$ cat src/rtl/assert_macros.svh
// Assertion macros shared by the SM3 hasher RTL.
`ifndef ASSERT_MACROS_SVH
`define ASSERT_MACROS_SVH

// Property that must hold at every clock edge outside reset.
`define ASSERT_ALWAYS(label, clk, rst, prop) \
   label: assert property (@(posedge clk) disable iff (rst) (prop)) \
      else $error("assertion failed: label");

// Implication that must hold at every clock edge outside reset.
`define ASSERT_IMPLY(label, clk, rst, ante, cons) \
   label: assert property (@(posedge clk) disable iff (rst) (ante) |-> (cons)) \
      else $error("assertion failed: label");

`endif

$ cat src/rtl/sm3_pkg.sv
// Shared types, constants and round functions of the SM3 hasher.
package sm3_pkg;

   localparam int QueueDepth = 4;
   localparam int QueuePtrWidth = 2;

   typedef logic [31:0] word_type;

   // One request as it passes from the front end to the engine.
   typedef struct packed {
      logic [7:0] data_byte;
      logic       byte_valid;
      logic       end_of_message;
   } request_type;

   typedef enum logic [2:0] {
      ST_IDLE,
      ST_LOAD,
      ST_EXPAND,
      ST_ROUND,
      ST_UPDATE,
      ST_PAD,
      ST_EMIT
   } engine_state_type;

   localparam word_type Iv [8] = '{
      32'h7380166F, 32'h4914B2B9, 32'h172442D7, 32'hDA8A0600,
      32'hA96F30BC, 32'h163138AA, 32'hE38DEE4D, 32'hB0FB0E4E
   };

   localparam word_type TLow  = 32'h79CC4519;
   localparam word_type THigh = 32'h7A879D8A;
   localparam logic [7:0] PadByte = 8'h80;

   function automatic word_type rol32(input word_type x, input logic [4:0] n);
      logic [63:0] dbl;
      begin
         dbl = {x, x} << n;
         return dbl[63:32];
      end
   endfunction

   function automatic word_type perm0(input word_type x);
      return x ^ {x[22:0], x[31:23]} ^ {x[14:0], x[31:15]};
   endfunction

   function automatic word_type perm1(input word_type x);
      return x ^ {x[16:0], x[31:17]} ^ {x[8:0], x[31:9]};
   endfunction

endpackage

$ cat src/rtl/sm3_queue.sv
// Small request queue between the front end and the compression engine.
module sm3_queue (
   input  logic                 clock,
   input  logic                 reset,
   input  logic                 wr_valid,
   output logic                 wr_ready,
   input  sm3_pkg::request_type wr_data,
   output logic                 rd_valid,
   input  logic                 rd_ready,
   output sm3_pkg::request_type rd_data
);

   sm3_pkg::request_type                 mem_ff [sm3_pkg::QueueDepth];
   logic [sm3_pkg::QueuePtrWidth-1:0]    wr_ptr_ff, wr_ptr_in;
   logic [sm3_pkg::QueuePtrWidth-1:0]    rd_ptr_ff, rd_ptr_in;
   logic [sm3_pkg::QueuePtrWidth:0]      count_ff, count_in;
   logic                                 push, pop;

   assign wr_ready = (count_ff != 3'(sm3_pkg::QueueDepth));
   assign rd_valid = (count_ff != '0);
   assign rd_data  = mem_ff[rd_ptr_ff];
   assign push     = wr_valid && wr_ready;
   assign pop      = rd_valid && rd_ready;

   always_comb begin
      wr_ptr_in = push ? wr_ptr_ff + 1'b1 : wr_ptr_ff;
      rd_ptr_in = pop ? rd_ptr_ff + 1'b1 : rd_ptr_ff;
      count_in  = count_ff + {2'b0, push} - {2'b0, pop};
   end

   always_ff @(posedge clock) begin
      if (reset) begin
         wr_ptr_ff <= '0;
         rd_ptr_ff <= '0;
         count_ff  <= '0;
      end else begin
         wr_ptr_ff <= wr_ptr_in;
         rd_ptr_ff <= rd_ptr_in;
         count_ff  <= count_in;
      end
   end

   always_ff @(posedge clock) begin
      if (push) begin
         mem_ff[wr_ptr_ff] <= wr_data;
      end
   end

endmodule

$ cat src/rtl/sm3_engine.sv
// SM3 back end: block buffer, message expansion, 64 rounds, padding and digest output.
module sm3_engine (
   input  logic                 clock,
   input  logic                 reset,
   input  logic                 req_valid,
   output logic                 req_ready,
   input  sm3_pkg::request_type req_data,
   output logic                 rsp_valid,
   input  logic                 rsp_ready,
   output logic [31:0]          rsp_digest_word,
   output logic [2:0]           rsp_word_index,
   output logic                 rsp_last_word,
   output logic                 busy
);

   sm3_pkg::engine_state_type state_ff, state_in;

   // The block is held as sixteen big-endian words, written one byte lane at a time.
   logic [31:0] buf_ff [16];
   logic [6:0]  fill_ff, fill_in;
   logic [60:0] count_ff, count_in;
   logic        ending_ff, ending_in;
   logic        final_ff, final_in;
   logic        pad_more_ff, pad_more_in;
   logic [6:0]  step_ff, step_in;
   logic [2:0]  out_idx_ff, out_idx_in;

   sm3_pkg::word_type v_ff [8];
   sm3_pkg::word_type r_ff [8];
   sm3_pkg::word_type w_ff [16];

   logic                buf_we;
   logic [5:0]          buf_addr;
   logic [7:0]          buf_wdata;
   logic                load_word;
   logic                shift_w;
   logic                do_round;
   logic                do_update;
   logic                reset_chain;
   logic                start_round;

   sm3_pkg::word_type   w_new, load_val, a12, ss1, ss2, ffv, ggv, tt1, tt2, tj;
   logic [63:0]         bits;
   logic [5:0]          j;

   assign j = step_ff[5:0];
   assign tj = (step_ff < 7'd16) ? sm3_pkg::TLow : sm3_pkg::THigh;
   assign w_new = sm3_pkg::perm1(w_ff[0] ^ w_ff[7] ^ sm3_pkg::rol32(w_ff[13], 5'd15))
                  ^ sm3_pkg::rol32(w_ff[3], 5'd7) ^ w_ff[10];
   assign load_val = buf_ff[step_ff[3:0]];
   assign a12 = sm3_pkg::rol32(r_ff[0], 5'd12);
   assign ss1 = sm3_pkg::rol32(a12 + r_ff[4] + sm3_pkg::rol32(tj, j[4:0]), 5'd7);
   assign ss2 = ss1 ^ a12;
   assign bits = {count_ff, 3'b000};

   always_comb begin
      if (step_ff < 7'd16) begin
         ffv = r_ff[0] ^ r_ff[1] ^ r_ff[2];
         ggv = r_ff[4] ^ r_ff[5] ^ r_ff[6];
      end else begin
         ffv = (r_ff[0] & r_ff[1]) | (r_ff[0] & r_ff[2]) | (r_ff[1] & r_ff[2]);
         ggv = (r_ff[4] & r_ff[5]) | (~r_ff[4] & r_ff[6]);
      end
      tt1 = ffv + r_ff[3] + ss2 + (w_ff[0] ^ w_ff[4]);
      tt2 = ggv + r_ff[7] + ss1 + w_ff[0];
   end

   // The round window keeps 16 words: w_ff[0] is W[j], and each round slides it.
   always_comb begin
      state_in    = state_ff;
      fill_in     = fill_ff;
      count_in    = count_ff;
      ending_in   = ending_ff;
      final_in    = final_ff;
      pad_more_in = pad_more_ff;
      step_in     = step_ff;
      out_idx_in  = out_idx_ff;
      buf_we      = 1'b0;
      buf_addr    = fill_ff[5:0];
      buf_wdata   = req_data.data_byte;
      load_word   = 1'b0;
      shift_w     = 1'b0;
      do_round    = 1'b0;
      do_update   = 1'b0;
      reset_chain = 1'b0;
      start_round = 1'b0;
      req_ready   = 1'b0;
      case (state_ff)
         sm3_pkg::ST_IDLE: begin
            req_ready = 1'b1;
            if (req_valid) begin
               ending_in = req_data.end_of_message;
               if (req_data.byte_valid) begin
                  buf_we   = 1'b1;
                  count_in = count_ff + 61'd1;
                  if (fill_ff == 7'd63) begin
                     fill_in  = '0;
                     final_in = 1'b0;
                     step_in  = '0;
                     state_in = sm3_pkg::ST_LOAD;
                  end else begin
                     fill_in = fill_ff + 7'd1;
                     if (req_data.end_of_message) begin
                        state_in = sm3_pkg::ST_PAD;
                     end
                  end
               end else if (req_data.end_of_message) begin
                  state_in = sm3_pkg::ST_PAD;
               end
            end
         end
         sm3_pkg::ST_PAD: begin
            // Writes 0x80, zeros and the length, one byte per cycle.
            buf_we = 1'b1;
            if (ending_ff) begin
               buf_wdata   = sm3_pkg::PadByte;
               ending_in   = 1'b0;
               final_in    = (fill_ff < 7'd56);
               pad_more_in = (fill_ff >= 7'd56);
            end else if (final_ff && fill_ff >= 7'd56) begin
               buf_wdata = bits[8'(7'd63 - fill_ff) * 8 +: 8];
            end else begin
               buf_wdata = 8'h00;
            end
            if (fill_ff == 7'd63) begin
               fill_in  = '0;
               step_in  = '0;
               state_in = sm3_pkg::ST_LOAD;
            end else begin
               fill_in = fill_ff + 7'd1;
            end
         end
         sm3_pkg::ST_LOAD: begin
            load_word = 1'b1;
            step_in   = step_ff + 7'd1;
            if (step_ff == 7'd15) begin
               step_in     = '0;
               start_round = 1'b1;
               state_in    = sm3_pkg::ST_ROUND;
            end
         end
         sm3_pkg::ST_ROUND: begin
            do_round = 1'b1;
            shift_w  = 1'b1;
            step_in  = step_ff + 7'd1;
            if (step_ff == 7'd63) begin
               state_in = sm3_pkg::ST_UPDATE;
            end
         end
         sm3_pkg::ST_UPDATE: begin
            do_update = 1'b1;
            if (final_ff) begin
               out_idx_in = '0;
               state_in   = sm3_pkg::ST_EMIT;
            end else if (ending_ff) begin
               state_in = sm3_pkg::ST_PAD;
            end else if (pad_more_ff) begin
               // Second pad block after an overflowing 0x80.
               pad_more_in = 1'b0;
               final_in    = 1'b1;
               state_in    = sm3_pkg::ST_PAD;
            end else begin
               state_in = sm3_pkg::ST_IDLE;
            end
         end
         sm3_pkg::ST_EMIT: begin
            if (rsp_ready) begin
               out_idx_in = out_idx_ff + 3'd1;
               if (out_idx_ff == 3'd7) begin
                  reset_chain = 1'b1;
                  fill_in     = '0;
                  count_in    = '0;
                  final_in    = 1'b0;
                  ending_in   = 1'b0;
                  pad_more_in = 1'b0;
                  state_in    = sm3_pkg::ST_IDLE;
               end
            end
         end
         default: begin
            state_in = sm3_pkg::ST_IDLE;
         end
      endcase
   end

   assign rsp_valid       = (state_ff == sm3_pkg::ST_EMIT);
   assign rsp_digest_word = v_ff[out_idx_ff];
   assign rsp_word_index  = out_idx_ff;
   assign rsp_last_word   = (out_idx_ff == 3'd7);
   assign busy            = (state_ff != sm3_pkg::ST_IDLE);

   always_ff @(posedge clock) begin
      if (reset) begin
         state_ff    <= sm3_pkg::ST_IDLE;
         fill_ff     <= '0;
         count_ff    <= '0;
         ending_ff   <= 1'b0;
         final_ff    <= 1'b0;
         pad_more_ff <= 1'b0;
         step_ff     <= '0;
         out_idx_ff  <= '0;
      end else begin
         state_ff    <= state_in;
         fill_ff     <= fill_in;
         count_ff    <= count_in;
         ending_ff   <= ending_in;
         final_ff    <= final_in;
         pad_more_ff <= pad_more_in;
         step_ff     <= step_in;
         out_idx_ff  <= out_idx_in;
      end
   end

   always_ff @(posedge clock) begin
      if (buf_we) begin
         buf_ff[buf_addr[5:2]][{~buf_addr[1:0], 3'b000} +: 8] <= buf_wdata;
      end
   end

   always_ff @(posedge clock) begin
      if (reset || reset_chain) begin
         for (int i = 0; i < 8; i++) begin
            v_ff[i] <= sm3_pkg::Iv[i];
         end
      end else if (do_update) begin
         for (int i = 0; i < 8; i++) begin
            v_ff[i] <= v_ff[i] ^ r_ff[i];
         end
      end
   end

   always_ff @(posedge clock) begin
      if (start_round) begin
         for (int i = 0; i < 8; i++) begin
            r_ff[i] <= v_ff[i];
         end
      end else if (do_round) begin
         r_ff[0] <= tt1;
         r_ff[1] <= r_ff[0];
         r_ff[2] <= sm3_pkg::rol32(r_ff[1], 5'd9);
         r_ff[3] <= r_ff[2];
         r_ff[4] <= sm3_pkg::perm0(tt2);
         r_ff[5] <= r_ff[4];
         r_ff[6] <= sm3_pkg::rol32(r_ff[5], 5'd19);
         r_ff[7] <= r_ff[6];
      end
   end

   always_ff @(posedge clock) begin
      if (load_word) begin
         for (int i = 0; i < 15; i++) begin
            w_ff[i] <= w_ff[i + 1];
         end
         w_ff[15] <= load_val;
      end else if (shift_w) begin
         for (int i = 0; i < 15; i++) begin
            w_ff[i] <= w_ff[i + 1];
         end
         w_ff[15] <= w_new;
      end
   end

endmodule

$ cat src/rtl/sm3_stream_hasher.sv
// SM3 hasher: byte stream in through a request queue, 256-bit digest out as eight words.
// A byte that fills a block starts the load, round and update states, in that order.
// End of message pads one byte per cycle, then loads, rounds and updates each pad block, then 8 words.
// Throughput: one byte per cycle between blocks; the single round unit sets the block rate.
// Synchronous active-high reset restores the SM3 IV and clears the counts and queue.
`include "assert_macros.svh"
module sm3_stream_hasher (
   input  logic        clock,
   input  logic        reset,
   input  logic        req_valid,
   output logic        req_ready,
   input  logic [7:0]  req_data_byte,
   input  logic        req_byte_valid,
   input  logic        req_end_of_message,
   output logic        rsp_valid,
   input  logic        rsp_ready,
   output logic [31:0] rsp_digest_word,
   output logic [2:0]  rsp_word_index,
   output logic        rsp_last_word
);

   sm3_pkg::request_type in_req, q_req;
   logic                 q_valid, q_ready, busy;

   assign in_req.data_byte      = req_data_byte;
   assign in_req.byte_valid     = req_byte_valid;
   assign in_req.end_of_message = req_end_of_message;

   sm3_queue u_queue (
      .clock    (clock),
      .reset    (reset),
      .wr_valid (req_valid),
      .wr_ready (req_ready),
      .wr_data  (in_req),
      .rd_valid (q_valid),
      .rd_ready (q_ready),
      .rd_data  (q_req)
   );

   sm3_engine u_engine (
      .clock           (clock),
      .reset           (reset),
      .req_valid       (q_valid),
      .req_ready       (q_ready),
      .req_data        (q_req),
      .rsp_valid       (rsp_valid),
      .rsp_ready       (rsp_ready),
      .rsp_digest_word (rsp_digest_word),
      .rsp_word_index  (rsp_word_index),
      .rsp_last_word   (rsp_last_word),
      .busy            (busy)
   );

   `ASSERT_IMPLY(a_rsp_only_busy, clock, reset, rsp_valid, busy)
   `ASSERT_IMPLY(a_no_take_busy, clock, reset, q_ready, !busy)
   `ASSERT_IMPLY(a_idx_advance, clock, reset, rsp_valid && rsp_ready && !rsp_last_word,
                 ##1 (rsp_valid && rsp_word_index == $past(rsp_word_index) + 3'd1))

endmodule

$ cat config.mk
export PLATFORM = sky130hd
export DESIGN_NAME = sm3_stream_hasher
export DESIGN_NICKNAME = d
export VERILOG_FILES = /design/src/rtl/sm3_pkg.sv /design/src/rtl/sm3_queue.sv /design/src/rtl/sm3_engine.sv /design/src/rtl/sm3_stream_hasher.sv
export VERILOG_INCLUDE_DIRS = /design/src /design/src/rtl
export SDC_FILE = /design/constraint.sdc
export NUM_CORES = 2
export LEC_CHECK = 0
export ABC_AREA = 0
export BUFFER_PORTS_ARGS = -buffer_cell sky130_fd_sc_hd__buf_4
export CAP_MARGIN = 15
export CORE_MARGIN = 3
export CORE_UTILIZATION = 62
export DETAILED_ROUTE_END_ITERATION = 10
export PLACE_DENSITY_LB_ADDON = 0.2
export SYNTH_ARGS = -nofsm -noshare
export SYNTH_HDL_FRONTEND = slang
export SYNTH_SLANG_ARGS = --single-unit
export TNS_END_PERCENT = 100
$ cat constraint.sdc
create_clock -name clock -period 38.5 [get_ports clock]
set_input_delay 0 -clock clock [delete_from_list [all_inputs] [get_ports clock]]
set_output_delay 0 -clock clock [all_outputs]
set_load 0.01 [all_outputs]
# Word level (Yosys, flattened, before mapping)
# Memories as Yosys holds them, arrays and structs flattened. A register that Yosys moved wholly into a read port is not among the register bits.
# Index checks and enable logic that the tools add are counted.
dict set report word_totals {
  ff_bits 91
  ram_bits 1576
  in_bits 14
  elab_cells 269
  n_memories 5
}
dict set report op_classes {
  add_sub_neg 18
  n_lt_le_gt_ge 3
  eq_ne 22
  shifts 4
  mux 122
  bitwise 64
  n_reduce_logical 20
}
# memory depth width rd rd_ports_with_merged_regs wr line_no
set memory_table {}
lappend memory_table {u_engine.buf_ff 16 32 1 1 1 sm3_engine.sv:19} ;# logic [31:0] buf_ff [16];
lappend memory_table {u_engine.w_ff 16 32 16 0 16 sm3_engine.sv:30} ;# sm3_pkg::word_type w_ff [16];
lappend memory_table {u_engine.r_ff 8 32 8 0 8 sm3_engine.sv:29} ;# sm3_pkg::word_type r_ff [8];
lappend memory_table {u_engine.v_ff 8 32 9 1 8 sm3_engine.sv:28} ;# sm3_pkg::word_type v_ff [8];
lappend memory_table {u_queue.mem_ff 4 10 1 1 1 sm3_queue.sv:13} ;# sm3_pkg::request_type mem_ff [sm3_pkg::QueueDepth];
# cell n
set op_table {}
lappend op_table {{$mux W32} 35}
lappend op_table {{$xor A32 B32 Y32} 22}
lappend op_table {{$add A32 B32 Y32} 8}
lappend op_table {{$mux W61} 4}
lappend op_table {{$and A32 B32 Y32} 5}
lappend op_table {{$pmux W61 S2} 1}
lappend op_table {{$or A32 B32 Y32} 3}
lappend op_table {{$shiftx A64 B12 Y8} 1}
lappend op_table {{$shl A64 B5 Y64} 1}
lappend op_table {{$mux W7} 9}
lappend op_table {{$add A61 B1 Y61 const B} 1}
lappend op_table {{$mux W3} 16}
lappend op_table {{$mux W1} 41}
lappend op_table {{$not A32 Y32} 1}
lappend op_table {{$or A1 B1 Y1} 32}
lappend op_table {{$shift A8 B7 Y32 const A} 1}
lappend op_table {{$shiftx A8 B7 Y32} 1}
lappend op_table {{$pmux W7 S4} 1}
lappend op_table {{$mux W26} 1}
lappend op_table {{$mux W8} 3}
lappend op_table {{$pmux W7 S3} 1}
lappend op_table {{$pmux W3 S6} 1}
lappend op_table {{$ne A2 B1 Y1 const B} 8}
lappend op_table {{$add A7 B1 Y7 const B} 2}
lappend op_table {{other kinds (34)} 54}

# Logic depth before layout (Yosys ltp)
# An unclocked memory read counts as a cell.
dict set report logic_depth {
  depth_word 11
  mapped_depth 39
  mapped_depth_nobuf 35
}

# Hierarchy
# A second synthesis with hierarchy kept.
dict set report unflattened {
  hier_cells 5630
  hier_area_um2 80890.1
}
# mod n_inst cells_per_inst area_per_inst_um2 seq_area_each_um2
set modules_own_cells {}
lappend modules_own_cells {sm3_engine 1 5529 78957.0 47946.0}
lappend modules_own_cells {sm3_queue 1 101 1933.1 1381.3}

# Worst setup path before layout
# OpenSTA, ideal clock, no wires.
dict set report synth_timing {
  path_kind {reg-to-reg}
  start {register u_engine.state_ff[0]}
  end {memory u_engine.w_ff[0][0] (netlist name), enable pin}
  arrival_ns 22.147
  required_ns 37.096
  setup_slack_ns 14.950
  path_stages_with_launch 5
  path_buffers 2
  synth_period_minus_slack_ns 23.550
  cell_sequence {dfxtp_1 clkbuf_1 inv_1 clkbuf_1 nor2_1}
}
# item line_no
set synth_lines {}
lappend synth_lines {{start, declared} sm3_engine.sv:16} ;# sm3_pkg::engine_state_type state_ff, state_in;
lappend synth_lines {{start signal, assigned} sm3_engine.sv:194} ;# state_ff <= sm3_pkg::ST_IDLE;
lappend synth_lines {{start signal, assigned} sm3_engine.sv:203} ;# state_ff <= state_in;
lappend synth_lines {{end, declared} sm3_engine.sv:30}

==> qor.txt <==
=================================================================================
Unrepaired setup endpoints after global routing                                no
Asr flop ratio synth                                                           0%
HPWL reported at the end of detailed placement                           153.8 mm
Initial core utilization                                                   62.81%
Clk buf depth                                                                   3
Quantity of I/O buffers inserted on ports                                      51
Area growth from synthesis to final layout                                 9.545%
Congestion Overflow GR                                                          0
Register area share after synthesis                                        61.19%
Share of total power in combinational logic                                 44.7%
Ratio of cells with drive above 1 in the final layout                      15.82%
Worst setup skew after layout                                            48.66 ps
Final period utilization                                                   28.55%
Per-cell routed wire length                                              29.32 um
CTS Buf Count                                                                 167
Setup TNS                                                                    0 ps
Total wire length                                                        217.7 mm
Hold Crit Class                                                      input port to register
Area of all placed cells without fillers                               88310 um^2
Gpl congestion                                                             0.9893
# hold bufs at CTS                                                             24
Pre-CTS setup slack                                                      27630 ps
Layout filler cell count                                                     8571
Total of endpoints with negative setup slack in the final report                0
Final Hold Violating Endpoints                                                  0
Clock slew seen by the registers of the worst setup and hold paths          60 ps
DIE WIDTH                                                                366.6 um
Number of nets produced by synthesis                                         5805
TritonCTS clock tree                                                        built
First drt pass iteration count                                                  5
Yosys Warn Count                                                                0
Overall via count from detail_route                                         46747
Number of post-CTS setup repair buffers                                         0
Data required time at the worst endpoint                                 39060 ps
Post-synthesis cell count                                                    5485
Maximum single-stage delay on the critical path                            760 ps
Pwr per Cell Area                                                    85.11 nW/um^2
Status                                                                  completed
Relative slew slack                                                        14.43%
Fraction of power consumed by sequential logic                              34.3%
First-pass GRT wire length                                               317.3 mm
Number of nets with antenna violations after routing                            0
Number of top-level design ports                                               52
Total leakage power                                                      29.62 nW
Max-cap violations                                                              0
Number of nets in the layout                                                 5876
Floorplan die height                                                     366.6 um
Register Area                                                          49350 um^2
Time the worst path needs with I/O delays and setup                      10990 ps
Remaining DRCs                                                                  0
CP max FO                                                                      42
Actual slew at the worst max-slew pin                                     1284 ps
Maximum ir drop on the vdd rail                                      0.00009813 V
Worst Path Class, Setup                                              register to register
Total global-route track usage                                             32.67%
Footprint of the multi-input gates                                     29690 um^2
Switching Power                                                        0.002935 W
Count of distinct cell types in the synthesized netlist                        89
Area enclosed by the die boundary                                     134400 um^2
Number of placement rows                                                      131
Data arrival, critical path                                              11550 ps
Cell internal power dissipation                                        0.004581 W
Category of the worst setup path launch point                            register
Pin count of the biggest net entering global routing                          209
Clock latency of the later-clocked register in the worst-skew pair         820 ps
Number of max-slew violations in the final report                               0
Post-DR vias/cell                                                           6.297
Final critical-path setup slack                                          27510 ps
Cell chosen for the clock root                                          clkbuf_16
H-tree levels                                                                   4
Post-synth top flop                                                      edfxtp_1
Slowest stage cell, crit path                                           a2111oi_0
Sw Share                                                                   39.05%
Via count of the first global-routing pass                                  45361
Count of flip-flops with a built-in enable after synthesis                   1576
Post-synthesis instance area                                           80610 um^2
Count of cells resized by post-cts repair                                       0
CTS sink cnt                                                                 1676
Standard cell core area                                               128300 um^2
Initial antenna violation count                                                12
Post-place instance area                                               82780 um^2
Top achievable clock speed                                              90.98 MHz
Detailed router's first-iteration violation count                            5648
Post-synthesis area per instance                                       14.70 um^2
Worst setup EP type                                                      register
Synthesized flop and latch total                                             1676
Share of total power in the clock network                                   21.0%
=================================================================================
## cell usage in the layout, fill, tap and decap left out, drive strengths merged, types with 41 or more instances in the layout
cell | synthesis | final
a21o | 41 | 41
clkinv | 0 | 80
nor3 | 72 | 72
a21oi | 137 | 137
buf | 52 | 93
o21ai | 226 | 226
nand3 | 50 | 50
nand2 | 458 | 458
mux4 | 247 | 247
mux2i | 46 | 46
xnor2 | 578 | 578
clkbuf | 163 | 203
fa | 189 | 189
dfxtp | 100 | 100
a31oi | 48 | 48
edfxtp | 1576 | 1576
inv | 221 | 228
xor2 | 161 | 161
nor2 | 461 | 461
mux2 | 266 | 266
ha | 117 | 117
## registers in the layout (all words and copies together), names as in the netlist, 2 cells and up, named ones only
name                     count
u_engine.buf_ff            512
u_engine.w_ff              512
u_engine.r_ff              256
u_engine.v_ff              256
u_engine.count_ff           61
u_queue.mem_ff              40
u_engine.fill_ff             7
u_engine.step_ff             7
u_engine.rsp_word_index      3
u_engine.state_ff            3
u_queue.count_ff             3
u_queue.rd_ptr_ff            2
u_queue.wr_ptr_ff            2
## cell usage after synthesis, types with 4 or more instances
cell	count	share of area (%)
a22oi_1	7	0.065
o21ai_1	5	0.031
and3_1	20	0.16
dfxtp_1	100	2.5
xnor2_1	576	6.3
o31ai_1	6	0.056
o21a_1	20	0.19
edfxtp_1	1576	59
nor2_1	458	2.1
fa_1	189	4.7
mux2i_1	46	0.57
o21bai_1	12	0.11
mux4_2	241	6.7
a31oi_1	47	0.36
a2111oi_0	6	0.065
a311oi_1	4	0.043
a21boi_0	5	0.047
nor3_1	70	0.43
a21oi_1	137	0.85
a31o_2	8	0.087
nand3_1	49	0.30
or2_2	8	0.062
a21o_1	41	0.38
or3_1	25	0.19
o211ai_1	22	0.20
nand4_1	18	0.14
nand2b_1	14	0.11
xnor3_1	6	0.17
ha_1	117	1.8
o21ai_0	219	1.4
and4_1	8	0.087
buf_1	42	0.20
clkbuf_1	162	0.75
xor2_1	160	1.7
inv_1	219	1.0
and2_1	9	0.070
buf_2	6	0.037
nand2_1	454	2.1
a211oi_1	10	0.093
mux2_2	266	3.7
o41ai_1	5	0.054
nor2b_1	12	0.093
mux4_1	6	0.20
## area by class of cell
cell class                      instances  share of cell area (%)
Tap cell                             1729                   2.450
Clock buffer                          203                   4.909
Antenna cell                            5                 0.01417
Multi-Input combinational cell       3373                   33.63
Sequential cell                      1676                   55.88
Clock inverter                        100                   1.061
Inverter                              221                  0.9408
Timing Repair Buffer                  117                   1.119
## worst max-delay path, delay by kind of cell (launching register included)
| kind | cells | cell delay (ps) |
|---|---|---|
| AOI/OAI and AO/OA | 13 | 3610 |
| xor gates and xnor gates | 3 | 620 |
| adders and majority gates | 5 | 2220 |
| buffers and inverters | 4 | 1650 |
| DFF | 1 | 310 |
| muxes | 3 | 920 |
| and+or+nand+nor | 6 | 1290 |
## final timing paths
path,to,from,slack [ps],depth (start not counted)
setup reg to reg,u_engine.r_ff[0][31]$_DFFE_PP_,u_engine.step_ff[4]$_SDFFE_PP0P_,27510,34
setup / recovery,u_engine.r_ff[0][31]$_DFFE_PP_,u_engine.step_ff[4]$_SDFFE_PP0P_,27510,34
hold / removal,u_engine.fill_ff[1]$_SDFFE_PP0P_,reset,160,3
hold reg to reg,u_engine.w_ff[0][25]$_DFFE_PP_,u_engine.w_ff[0][57]$_DFFE_PP_,390,0
## logic make-up (layout without fill, tap and decap cells)
group | Yosys count | after routing | synth area share [%]
fa+ha+maj | 306 | 306 | 6.509
mux | 559 | 559 | 11.22
xor+xnor | 746 | 746 | 8.254
compound gates | 594 | 594 | 4.577
buf+inv | 436 | 641 | 2.074
simple gates | 1168 | 1168 | 6.182
other cells | 0 | 5 | 0
flops | 1676 | 1676 | 61.19
## metrics by stage
step	total power (W)	std cells	hold slack [ps]	util, %
after global routing	0.007865	7419	140.2	68.80
final	0.007516	7424	155.9	68.81
after floorplan	0.005049	5485	98.87	-
after detailed placement	0.005883	7092	204.3	64.50
after CTS	0.007485	7419	93.01	68.80
after global placement	0.005853	7092	199.2	64.50
## metal layers
metal	vias to the layer above	GRT usage [%]	routed length (um)
met2	2250	49.47	100100
met5	-	0	23
met1	23886	47.63	89480
li1	20249	-	-
met3	358	5.211	17490
met4	4	14.25	10580
## power groups by stage
stage               sequential (W)  combinational (W)  clock, W
floorplan                  0.00271            0.00234         0
global placement           0.00260            0.00325         0
detailed placement         0.00261            0.00327         0
CTS                        0.00258            0.00331   0.00160
global route               0.00260            0.00359   0.00168
finish                     0.00258            0.00336   0.00158
No activity file was read; power rests on OpenSTA's default activity.
